File: src/rtl/mssm_pkg.sv
// Shared constants, types and RAM write port struct for the multi-stack unit.
// Depends on nothing; imported by mssm_slot_ram, the top level and the testbench.
`default_nettype none

package mssm_pkg;

  // Shared slot memory size and number of stacks
  localparam int MEM_DEPTH   = 64;
  localparam int STACK_COUNT = 5;

  // Field widths fixed by the item format
  localparam int KEY_W   = 32;
  localparam int INDEX_W = 3;
  localparam int COUNT_W = 7;

  // Derived widths
  localparam int ADDR_W = $clog2(MEM_DEPTH);
  localparam int PTR_W  = $clog2(MEM_DEPTH + 1);
  localparam int SEL_W  = $clog2(STACK_COUNT + 1);

  // Operation codes carried by an item
  localparam logic OP_PUSH = 1'b0;
  localparam logic OP_POP  = 1'b1;

  typedef logic [ADDR_W-1:0] addr_t;
  typedef logic [PTR_W-1:0]  ptr_t;
  typedef logic [SEL_W-1:0]  sel_t;
  typedef logic [KEY_W-1:0]  key_t;

  // Write request into the slot RAM
  typedef struct packed {
    logic  en;
    addr_t addr;
    key_t  data;
  } ram_wr_t;

endpackage

`default_nettype wire

File: src/rtl/mssm_slot_ram.sv
// Slot RAM: one write port and one read port with registered read data.
// Depends on mssm_pkg for the address/data types and the write struct.
`default_nettype none

module mssm_slot_ram
  import mssm_pkg::*;
(
  input  wire logic    clk_i,
  input  wire ram_wr_t wr_i,
  input  wire addr_t   rd_addr_i,
  output key_t         rd_data_o
);

  key_t mem [MEM_DEPTH];

  // Write one slot, read one slot each cycle
  always_ff @(posedge clk_i) begin
    if (wr_i.en) begin
      mem[wr_i.addr] <= wr_i.data;
    end
    rd_data_o <= mem[rd_addr_i];
  end

endmodule

`default_nettype wire

File: src/rtl/multi_stack_shared_memory_unit.sv
// Several stacks sharing one slot RAM; full stacks borrow room by shifting neighbors.
// A push into a full stack first walks the higher stacks, then the lower ones, shifting each
// neighbor that has room. One item at a time; busy is low while done_o shows, and results
// cannot be stalled. Reset: asynchronous, stacks empty in near-equal slices.
`default_nettype none

module multi_stack_shared_memory_unit
  import mssm_pkg::*;
(
  input  wire logic               clk_i,
  input  wire logic               rst_ni,
  input  wire logic               start,
  output logic                    busy,
  input  wire logic               op_i,
  input  wire logic [INDEX_W-1:0] stack_index_i,
  input  wire logic signed [KEY_W-1:0] push_key_i,
  output logic                    done_o,
  output logic                    success_o,
  output logic signed [KEY_W-1:0] popped_key_o,
  output logic [COUNT_W-1:0]      stack_count_o,
  output logic [COUNT_W-1:0]      total_count_o
);

  typedef enum logic [2:0] {
    S_IDLE,
    S_DECIDE,
    S_UP_CHECK,
    S_DN_CHECK,
    S_MOVE,
    S_POP_WAIT,
    S_PUSH,
    S_FINISH
  } state_e;

  state_e             state_q;
  logic               op_q;
  logic [INDEX_W-1:0] idx_q;
  key_t               key_q;
  sel_t               x_q;
  logic               up_q;
  ptr_t               cnt_q;
  addr_t              cur_q;
  logic               pend_q;
  addr_t              paddr_q;
  logic               ok_q;
  key_t               popped_q;
  ptr_t               total_q;
  // Offset pointers: stack k holds slots bot_q[k] .. top_q[k]-1; last entry is the end mark
  ptr_t               bot_q [STACK_COUNT+1];
  ptr_t               top_q [STACK_COUNT+1];

  ram_wr_t ram_wr;
  addr_t   ram_rd_addr;
  key_t    ram_rd_data;

  logic k_valid;
  sel_t k;
  sel_t k_nxt;
  sel_t x_nxt;
  sel_t x_prv;
  logic k_full;
  logic k_empty;
  logic x_full;
  logic xm_full;
  ptr_t x_len;
  ptr_t k_len;

  mssm_slot_ram u_ram (
    .clk_i     (clk_i),
    .wr_i      (ram_wr),
    .rd_addr_i (ram_rd_addr),
    .rd_data_o (ram_rd_data)
  );

  // Decode addressed stack and neighbor conditions
  always_comb begin
    k_valid = (32'(idx_q) < STACK_COUNT);
    k       = SEL_W'(idx_q);
    k_nxt   = k + sel_t'(1);
    x_nxt   = x_q + sel_t'(1);
    x_prv   = x_q - sel_t'(1);
    k_full  = (top_q[k] == bot_q[k_nxt]);
    k_empty = (top_q[k] == bot_q[k]);
    x_full  = (top_q[x_q] == bot_q[x_nxt]);
    xm_full = (top_q[x_prv] == bot_q[x_q]);
    x_len   = top_q[x_q] - bot_q[x_q];
    k_len   = top_q[k] - bot_q[k];
  end

  // Drive the RAM ports: move writes land in the cycle after their reads
  always_comb begin
    ram_wr      = '0;
    ram_rd_addr = cur_q;
    if (state_q == S_DECIDE) begin
      ram_rd_addr = ADDR_W'(top_q[k] - ptr_t'(1));
    end
    if (state_q == S_MOVE && pend_q) begin
      ram_wr.en   = 1'b1;
      ram_wr.addr = up_q ? (paddr_q + addr_t'(1)) : (paddr_q - addr_t'(1));
      ram_wr.data = ram_rd_data;
    end else if (state_q == S_PUSH && !k_full) begin
      ram_wr.en   = 1'b1;
      ram_wr.addr = ADDR_W'(top_q[k]);
      ram_wr.data = key_q;
    end
  end

  assign busy = (state_q != S_IDLE);

  // Sequencer, pointers and registered result
  always_ff @(posedge clk_i or negedge rst_ni) begin
    if (!rst_ni) begin
      state_q       <= S_IDLE;
      op_q          <= OP_PUSH;
      idx_q         <= '0;
      key_q         <= '0;
      x_q           <= '0;
      up_q          <= 1'b0;
      cnt_q         <= '0;
      cur_q         <= '0;
      pend_q        <= 1'b0;
      paddr_q       <= '0;
      ok_q          <= 1'b0;
      popped_q      <= '0;
      total_q       <= '0;
      done_o        <= 1'b0;
      success_o     <= 1'b0;
      popped_key_o  <= '0;
      stack_count_o <= '0;
      total_count_o <= '0;
      for (int i = 0; i <= STACK_COUNT; i++) begin
        bot_q[i] <= PTR_W'(i * MEM_DEPTH / STACK_COUNT);
        top_q[i] <= PTR_W'(i * MEM_DEPTH / STACK_COUNT);
      end
    end else begin
      done_o <= 1'b0;
      case (state_q)
        S_IDLE: begin
          // Take a new item
          if (start) begin
            op_q     <= op_i;
            idx_q    <= stack_index_i;
            key_q    <= push_key_i;
            ok_q     <= 1'b0;
            popped_q <= '0;
            state_q  <= S_DECIDE;
          end
        end
        S_DECIDE: begin
          if (!k_valid) begin
            state_q <= S_FINISH;
          end else if (op_q == OP_POP) begin
            state_q <= k_empty ? S_FINISH : S_POP_WAIT;
          end else if (!k_full) begin
            state_q <= S_PUSH;
          end else begin
            x_q     <= sel_t'(STACK_COUNT - 1);
            state_q <= S_UP_CHECK;
          end
        end
        S_UP_CHECK: begin
          // Walk higher stacks from the last one down, shift each up if it has room
          pend_q <= 1'b0;
          if (x_q > k) begin
            if (!x_full) begin
              if (x_len != '0) begin
                cur_q   <= ADDR_W'(top_q[x_q] - ptr_t'(1));
                cnt_q   <= x_len;
                up_q    <= 1'b1;
                state_q <= S_MOVE;
              end else begin
                bot_q[x_q] <= bot_q[x_q] + ptr_t'(1);
                top_q[x_q] <= top_q[x_q] + ptr_t'(1);
                x_q        <= x_prv;
              end
            end else begin
              x_q <= x_prv;
            end
          end else if (k_full) begin
            x_q     <= sel_t'(1);
            state_q <= S_DN_CHECK;
          end else begin
            state_q <= S_PUSH;
          end
        end
        S_DN_CHECK: begin
          // Walk lower stacks from stack 1 up, shift each down if the one below has room
          pend_q <= 1'b0;
          if (x_q <= k) begin
            if (!xm_full) begin
              if (x_len != '0) begin
                cur_q   <= ADDR_W'(bot_q[x_q]);
                cnt_q   <= x_len;
                up_q    <= 1'b0;
                state_q <= S_MOVE;
              end else begin
                bot_q[x_q] <= bot_q[x_q] - ptr_t'(1);
                top_q[x_q] <= top_q[x_q] - ptr_t'(1);
                x_q        <= x_nxt;
              end
            end else begin
              x_q <= x_nxt;
            end
          end else begin
            state_q <= S_PUSH;
          end
        end
        S_MOVE: begin
          // Stream entries one slot over; the last write lands on the final cycle
          pend_q  <= (cnt_q != '0);
          paddr_q <= cur_q;
          if (cnt_q != '0) begin
            cnt_q <= cnt_q - ptr_t'(1);
            cur_q <= up_q ? (cur_q - addr_t'(1)) : (cur_q + addr_t'(1));
          end else if (up_q) begin
            bot_q[x_q] <= bot_q[x_q] + ptr_t'(1);
            top_q[x_q] <= top_q[x_q] + ptr_t'(1);
            x_q        <= x_prv;
            state_q    <= S_UP_CHECK;
          end else begin
            bot_q[x_q] <= bot_q[x_q] - ptr_t'(1);
            top_q[x_q] <= top_q[x_q] - ptr_t'(1);
            x_q        <= x_nxt;
            state_q    <= S_DN_CHECK;
          end
        end
        S_POP_WAIT: begin
          popped_q <= ram_rd_data;
          top_q[k] <= top_q[k] - ptr_t'(1);
          total_q  <= total_q - ptr_t'(1);
          ok_q     <= 1'b1;
          state_q  <= S_FINISH;
        end
        S_PUSH: begin
          // Key is written by the RAM port this cycle when there is room
          if (!k_full) begin
            top_q[k] <= top_q[k] + ptr_t'(1);
            total_q  <= total_q + ptr_t'(1);
            ok_q     <= 1'b1;
          end
          state_q <= S_FINISH;
        end
        S_FINISH: begin
          done_o        <= 1'b1;
          success_o     <= ok_q;
          popped_key_o  <= popped_q;
          stack_count_o <= k_valid ? COUNT_W'(k_len) : '0;
          total_count_o <= COUNT_W'(total_q);
          state_q       <= S_IDLE;
        end
        default: begin
          state_q <= S_IDLE;
        end
      endcase
    end
  end

  // Checks on sequencing and bookkeeping
  a_done_idle: assert property (@(posedge clk_i) disable iff (!rst_ni)
    done_o |-> !busy)
    else $error("result shown while busy");

  a_accept_busy: assert property (@(posedge clk_i) disable iff (!rst_ni)
    (start && !busy) |=> (busy && !done_o))
    else $error("accepted item did not start work");

  a_total_bound: assert property (@(posedge clk_i) disable iff (!rst_ni)
    32'(total_q) <= MEM_DEPTH)
    else $error("total count beyond memory size");

  a_fail_zero: assert property (@(posedge clk_i) disable iff (!rst_ni)
    (done_o && !success_o) |-> (popped_key_o == '0))
    else $error("failed item carries a key");

endmodule

`default_nettype wire

File: config.mk
export PLATFORM = sky130hd
export DESIGN_NAME = multi_stack_shared_memory_unit
export DESIGN_NICKNAME = d
export VERILOG_FILES = /design/src/rtl/mssm_pkg.sv /design/src/rtl/mssm_slot_ram.sv /design/src/rtl/multi_stack_shared_memory_unit.sv
export SDC_FILE = /design/constraint.sdc
export NUM_CORES = 2
export LEC_CHECK = 0
export ABC_AREA = 0
export ABC_CLOCK_PERIOD_IN_PS = 7090
export BUFFER_PORTS_ARGS = -buffer_cell sky130_fd_sc_hd__buf_2
export CAP_MARGIN = 25
export CORE_MARGIN = 10
export CORE_UTILIZATION = 63
export DETAILED_ROUTE_END_ITERATION = 8
export PLACE_DENSITY = 0.81
export SLEW_MARGIN = 5
export SYNTH_ARGS = -nofsm -noshare
export SYNTH_HDL_FRONTEND = slang
export SYNTH_SLANG_ARGS = --single-unit
File: constraint.sdc
create_clock -name clk_i -period 7.09 [get_ports clk_i]
set_input_delay 1.418 -clock clk_i [delete_from_list [all_inputs] [get_ports clk_i]]
set_output_delay 1.418 -clock clk_i [all_outputs]
set_load 0.03 [all_outputs]
; Yosys cells after proc, flatten, opt, wreduce, memory -nomap -nowiden
; Memories as Yosys holds them, arrays and structs flattened. A register that Yosys moved wholly into a read port is not among the register bits.
; Cells that the tools add are included.
[classes]
bitwise = 5
order_cmp = 10
n_addsub = 18
eq_ne = 31
muxes = 116
reduce_logical = 30
[ops]
columns = op, n
row1 = two-way mux 42 bit, 17
row2 = bitwise mux 42 bit, 6
row3 = one-hot mux 42 bit (5 select lines), 1
row4 = two-way mux 7 bit, 24
row5 = binary-select mux 7 bit (select 3 bit), 7
row6 = one-hot mux 42 bit (3 select lines), 1
row7 = two-way mux 39 bit, 2
row8 = two-way mux 3 bit, 23
row9 = one-hot mux 32 bit (2 select lines), 1
row10 = two-way mux 6 bit, 10
row11 = demux 7 bit (select 3 bit), 2
row12 = subtractor 7 x 1 -> 7 bit (second input constant), 5
row13 = two-way mux 32 bit, 1
row14 = adder 7 x 1 -> 7 bit (second input constant), 4
row15 = == test 7 bit, 4
row16 = inequality test 2 bit (second input constant), 14
row17 = one-hot mux 3 bit (7 select lines), 1
row18 = one-hot mux 7 bit (3 select lines), 1
row19 = >= comparator 4 bit (second input constant), 5
row20 = inverter 3 -> 4 bit, 5
row21 = one-hot mux 6 bit (3 select lines), 1
row22 = AND reduction 9 bit, 2
row23 = AND reduction 8 bit, 2
row24 = one-hot mux 7 bit (2 select lines), 1
row25 = 34 further kinds, 70
[totals]
mem_bits_rw = 2048
out_inout_bits = 49
reg_bits = 235
elab_cells = 241
in_bits = 39
n_memories = 1
[memory_table]
columns = memory, depth, width, rd, rd_clocked_by_memory_dff, write_ports, line_no
row1 = u_ram.mem, 64, 32, 1, 1, 1, mssm_slot_ram.sv:14  ; key_t mem [MEM_DEPTH];

; Longest topological paths before layout
[depth]
ltp_word = 12
mapped_depth = 23
ltp_nobuf = 15

; Hierarchy
; Synthesis repeated with hierarchy kept, for this count alone.
[hier_totals]
hier_cells = 5156
area_unflattened_um2 = 94580.7
[by_module_without_submodules]
columns = mod, area_each_um2, n_inst, cells_per_inst
row1 = mssm_slot_ram, 79039.6, 1, 3511
row2 = multi_stack_shared_memory_unit, 15541.2, 1, 1645

; Worst setup path after synthesis
; No wires, ideal clock.
[synth_timing]
path_type = register to register
start = reg idx_q[0]
end = mem u_ram.mem[24][0] (netlist name) (enable)
synth_period_minus_slack_ns = 6.558
path_buffers = 2
arrival_time_ns = 6.056
setup_time_ns = 0.501
path_stages_with_launch = 12
required_ns = 6.589
setup_slack_ns = 0.532
path_cell_list = dfrtp_1 > ha_1 > clkbuf_1 > clkbuf_1 > mux4_2 > a21oi_1 > xnor2_1 > nand3_1 > o21ai_1 > o21ai_0 > a21o_1 > nor4_1
[synth_via]
elab_chain_cells = 12
elab_cells_between_ends = 16
[synth_rtl]
columns = item, line_no
row1 = from (decl), multi_stack_shared_memory_unit.sv:37  ; logic [INDEX_W-1:0] idx_q;
row2 = from (signal assigned), multi_stack_shared_memory_unit.sv:142  ; idx_q <= stack_index_i;
row3 = adder 3 x 1 -> 3 bit, multi_stack_shared_memory_unit.sv:79  ; k_nxt = k + sel_t'(1);
row4 = inverter 3 -> 4 bit (not written as such), multi_stack_shared_memory_unit.sv:82  ; k_full = (top_q[k] == bot_q[k_nxt]);
row5 = binary-select mux 7 bit (select 3 bit), multi_stack_shared_memory_unit.sv:82
row6 = two-way mux 7 bit (not written as such) (2 in a row), multi_stack_shared_memory_unit.sv:82
row7 = == test 7 bit, multi_stack_shared_memory_unit.sv:82
row8 = zero test 1 bit, -
row9 = logical AND 1 bit, multi_stack_shared_memory_unit.sv:101  ; end else if (state_q == S_PUSH && !k_full) begin
row10 = two-way mux 39 bit (*), multi_stack_shared_memory_unit.sv:101
row11 = two-way mux 39 bit (*), multi_stack_shared_memory_unit.sv:97  ; if (state_q == S_MOVE && pend_q) begin
row12 = two-way mux 1 bit, mssm_slot_ram.sv:18  ; if (wr_i.en) begin
row13 = two-way mux 1 bit (not written as such), mssm_slot_ram.sv:19  ; mem[wr_i.addr] <= wr_i.data;
row14 = to (decl), mssm_slot_ram.sv:14
; Mark *: on every way between the ends. The rest lies on a longest branch, timed or not. The select of a mux whose other input is x is not followed.

; Final worst setup path
[layout_timing]
start = reg x_q[0]
end = reg top_q[15] (netlist name)
[layout_via]
elab_chain_cells = 10
elab_cells_between_ends = 48
[layout_rtl]
columns = item, line_no
row1 = from (decl), multi_stack_shared_memory_unit.sv:39  ; sel_t x_q;
row2 = from (signal assigned), multi_stack_shared_memory_unit.sv:157  ; x_q <= sel_t'(STACK_COUNT - 1);
row3 = from (signal assigned), multi_stack_shared_memory_unit.sv:174  ; x_q <= x_prv;
row4 = from (signal assigned), multi_stack_shared_memory_unit.sv:177  ; x_q <= x_prv;
row5 = inverter 3 -> 4 bit (not written as such), -
row6 = binary-select mux 7 bit (select 3 bit) (tied with other cells), -
row7 = two-way mux 7 bit (not written as such) / logical AND 1 bit (equally long branches), -
row8 = "two-way mux 7 bit, on equally long branches", -
row9 = subtractor 7 x 1 -> 7 bit (tied with other cells), "multi_stack_shared_memory_unit.sv:198, multi_stack_shared_memory_unit.sv:222"
row10 = "bitwise mux 42 bit, on equally long branches", -
row11 = "two-way mux 42 bit, on equally long branches", "multi_stack_shared_memory_unit.sv:191, multi_stack_shared_memory_unit.sv:166"
row12 = "two-way mux 42 bit, on equally long branches", "multi_stack_shared_memory_unit.sv:190, multi_stack_shared_memory_unit.sv:165"
row13 = "two-way mux 42 bit, on equally long branches", "multi_stack_shared_memory_unit.sv:189, multi_stack_shared_memory_unit.sv:164"
row14 = one-hot mux 42 bit (5 select lines), multi_stack_shared_memory_unit.sv:137  ; case (state_q)
row15 = "to (signal, indexed assignment)", multi_stack_shared_memory_unit.sv:133  ; top_q[i] <= PTR_W'(i * MEM_DEPTH / STACK_COUNT);
row16 = "to (signal, indexed assignment)", multi_stack_shared_memory_unit.sv:198  ; top_q[x_q] <= top_q[x_q] - ptr_t'(1);
row17 = "to (signal, indexed assignment)", multi_stack_shared_memory_unit.sv:217  ; top_q[x_q] <= top_q[x_q] + ptr_t'(1);
row18 = to (decl), multi_stack_shared_memory_unit.sv:50  ; ptr_t top_q [STACK_COUNT+1];
; Several ways; a longest one is shown, not always the timed one. The select of a mux whose other input is x is not followed.
; A chain may end at the register's enable or synchronous reset.

==> summary.md <==
| Metric | Value |
|---|---|
| Crit Path Category | `flop to flop` |
| Max Root-Sink Buffers | `3` |
| Hold path endpoint | `popped_q[30]` |
| Outcome | `finished, final reports clean` |
| GP Congestion | `0.965` |
| Flop and latch count out of synthesis | `2315` |
| RSZ-0062 raised after global routing | `no` |
| Number of synthesized flops with an enable pin | `2048` |
| Crit-path max FO | `31` |
| Total of max-cap violations | `0` |
| Final Hold Fails | `0` |
| Total Power | `26.6 mW` |
| H-tree depth | `4` |
| FP Rows | `145` |
| All-Layer GR Usage | `a little under a third` |
| YS warnings | `0` |
| CP endpoint kind | `flop` |
| Area Overhead vs Synth | `12.1%` |
| Reg2reg end | `top_q[15]` |
| Clock Skew | `68.0 ps` |
| Chip width | `between 400 and 500 um` |
| Share of the yosys chip area belonging to registers | `roughly 69%` |
| DR DRC count | `0` |
| Hold Startpoint | `u_ram.rd_data_o[30]` |
| Cts bufs inserted | `~220` |
| Worst reg2reg setup slack | `1020 ps` |
| Die height | `about 420 um` |
| Initial antenna violation count | `8` |
| Root Driver | `clkbuf_16` |
| Dpl hpwl | `164 mm` |
| Power Dens Cells | `roughly 240 mW/mm^2` |
| Fillers | `9583` |
| Cells after Synth | `7351` |
| Achievable Freq | `165 MHz` |
| Most used cell, CP | `buf_4` |
| IO Count | `88` |
| Hold Crit Class | `flop to flop` |
| Vias per Instance | `about 6.7` |
| Synthesized area | `0.0988 sq mm` |
| CTS tree | `yes` |
| Synthesized Nets | `7434` |
| Worst-skew pair later-pin latency | `870 ps` |
| Post-DRT Antenna Nets | `0` |
| CTS resizes | `0` |
| Synth area leaders | `edfxtp_1 62%, mux2i_1 5.4%, dfrtp_1 5.3%` |
| CP peak stage delay | `970 ps` |
| Slew @ Worst Pin | `approximately 1200 ps` |
| DR pass1 iterations | `6` |
| Die area | `0.173 sq mm` |
| Clock slew at reported path FFs | `70 ps` |
| Setup total negative slack | `0 ps` |
| Most common cell after layout, fill and taps aside | `edfxtp_1` |
| Via count | `64.9k` |
| Port Buffers | `87` |
| Slew Viols, Final | `0` |
| Final worst path period share | `between 80% and 90%` |
| Leakage | `38.1 nW` |
| Initial DRC count | `9519` |
| Final min period | `between 6000 and 7000 ps` |
| Final setup fails | `0` |
| Starting Density | `~63%` |
| Max-Slew Margin vs Limit | `21.8%` |
| Largest net degree at the start of global routing | `154` |
| Mean Syn Cell Area | `roughly 13 sq um` |
| CP Data Required Time | `7830 ps` |
| Vias in the first global route | `63.0k` |
| Setup Buffers After CTS | `0` |
| Synth area leader | `edfxtp_1` |
| Worst setup SP type | `flop` |
| Ys async rst share | `10.2%` |
| Peak supply drop | `about 0.27 mV` |
| Hold Crit Depth | `2` |
| Most frequent cells in the layout | `2048 x edfxtp_1, 1330 x nand2_1, 532 x mux2i_1, 509 x a31oi_1, 507 x a211oi_1` |
| Final wirelength | `274 mm` |
| Routed length per instance | `28.2 um` |
| Hold-fix buffers, CTS | `0` |
| First-pass GRT wire length | `402 mm` |
| # nets final | `7520` |
| Reg-to-Reg Start | `x_q[0]` |
| CP arrival | `6820 ps` |
| Cell variety after synth | `80` |
| Primary FF master, synth | `edfxtp_1` |
| Core ar. | `0.156 sq mm` |
| Critical Path Slowest Stage Cell | `ha_1` |
| TritonCTS Sinks | `roughly 2.3k` |
| Top-area cell type share of the netlist area | `62.2%` |
| FF-to-FF path depth | `12` |
| Share of cells above drive strength 1 | `about an eighth` |
| GRT Residual Overflow | `0` |
| Worst path cell trace | `inv_1 > ha_1 > buf_4 > mux4_2 > a22oi_1 > xnor2_1 > nand4_2 > o211ai_1 > o211a_2 > or4_1 > buf_4 > mux2_2` |
## kinds of logic (layout without fill, tap and decap cells)
group	Yosys count	after routing	synth area share [%]
other	0	2	0
and+or+nand+nor	2171	2171	10.1
xor gates and xnor gates	75	75	0.665
AOI/OAI and AO/OA	1506	1506	10.4
DFF	2315	2315	68.9
adders and majority gates	44	44	0.595
muxes	657	657	7.16
buffers and inverters	583	861	2.30
## per-stage QoR
step	instances	cell area, sq um	hold slack [ps]	utilization, %	setup WS (ps)
2_1_floorplan	7351	98800	434	-	532
3_3_place_gp	9269	103000	448	66.2	1160
3_5_place_dp	9273	103000	448	66.2	1160
4_1_cts	9683	111000	472	71.0	1080
5_1_grt	9687	111000	488	71.0	799
6_report	9689	111000	468	71.0	1020
## worst max-delay path by stage
stage / from / to / slack [ps] / cells past startpoint
after floorplan: idx_q[0] / u_ram.mem[24][0] / 530 / 11
after global placement: x_q[0] / top_q[15] / 1160 / 11
after detailed placement: idx_q[0] / u_ram.rd_data_o[26] / 1160 / 12
after CTS: idx_q[0] / u_ram.rd_data_o[26] / 1080 / 12
after global routing: x_q[0] / bot_q[14] / 800 / 13
final: x_q[0] / top_q[15] / 1020 / 12
## synth_stat cells, types with 18 or more instances
master / number
edfxtp_1: 2048
nand2_1: 1330
mux2i_1: 535
a31oi_1: 511
a211oi_1: 507
and2_1: 503
clkbuf_1: 436
dfrtp_1: 209
o21ai_0: 144
nor2_1: 123
mux2_2: 82
a21oi_1: 80
xnor2_1: 58
inv_1: 57
a22oi_1: 49
buf_1: 45
a22o_1: 42
nor3_1: 41
nand3_1: 40
ha_1: 39
buf_2: 37
nor2b_1: 35
o22ai_1: 35
dfxtp_1: 32
dfstp_2: 26
mux4_2: 26
a21o_1: 18
## final cells by class
cell class                      count  area, sq um  share of cell area [%]
Clock buffer                      280         5950                    5.37
Antenna cell                        2         5.00                 0.00452
Multi-Input combinational cell   4453        29200                    26.3
Clock inverter                    130         1450                    1.31
Tap cell                         2058         2570                    2.32
Timing Repair Buffer              392         3400                    3.07
Inverter                           59          221                   0.200
Sequential cell                  2315        68100                    61.4
## worst max-delay path: cells and delay by family, from the launching register on
family	cells	cell delay, ps
compound gates	3	1170
xor+xnor	1	190
fa+ha+maj	1	970
buf+inv	3	1260
flops	1	890
mux	2	710
simple gates	2	780
## power breakdown
part / leakage, nW / switching (mW) / internal (mW)
logic: 17.3 / 0.0312 / 0.00915
clock network: 3.61 / 5.12 / 6.80
registers: 17.1 / 0 / 14.6
## sequential cells by signal, indices dropped and copies added, names as in the netlist, 32 cells and up
signal,count
popped_key_o,32
top_q,42
bot_q,42
u_ram.rd_data_o,32
key_q,32
popped_q,32
u_ram.mem,2048
## routing by layer
layer  track usage, %  vias to the layer above  share of wire [%]
li1                 -                    27900                  -
met1             41.5                    32200                 37
met2             46.7                     4165                 45
met3             7.55                      724                 13
met4             14.9                        6                5.3
met5                0                        -              0.014
Power figures use the tool's default switching activity.
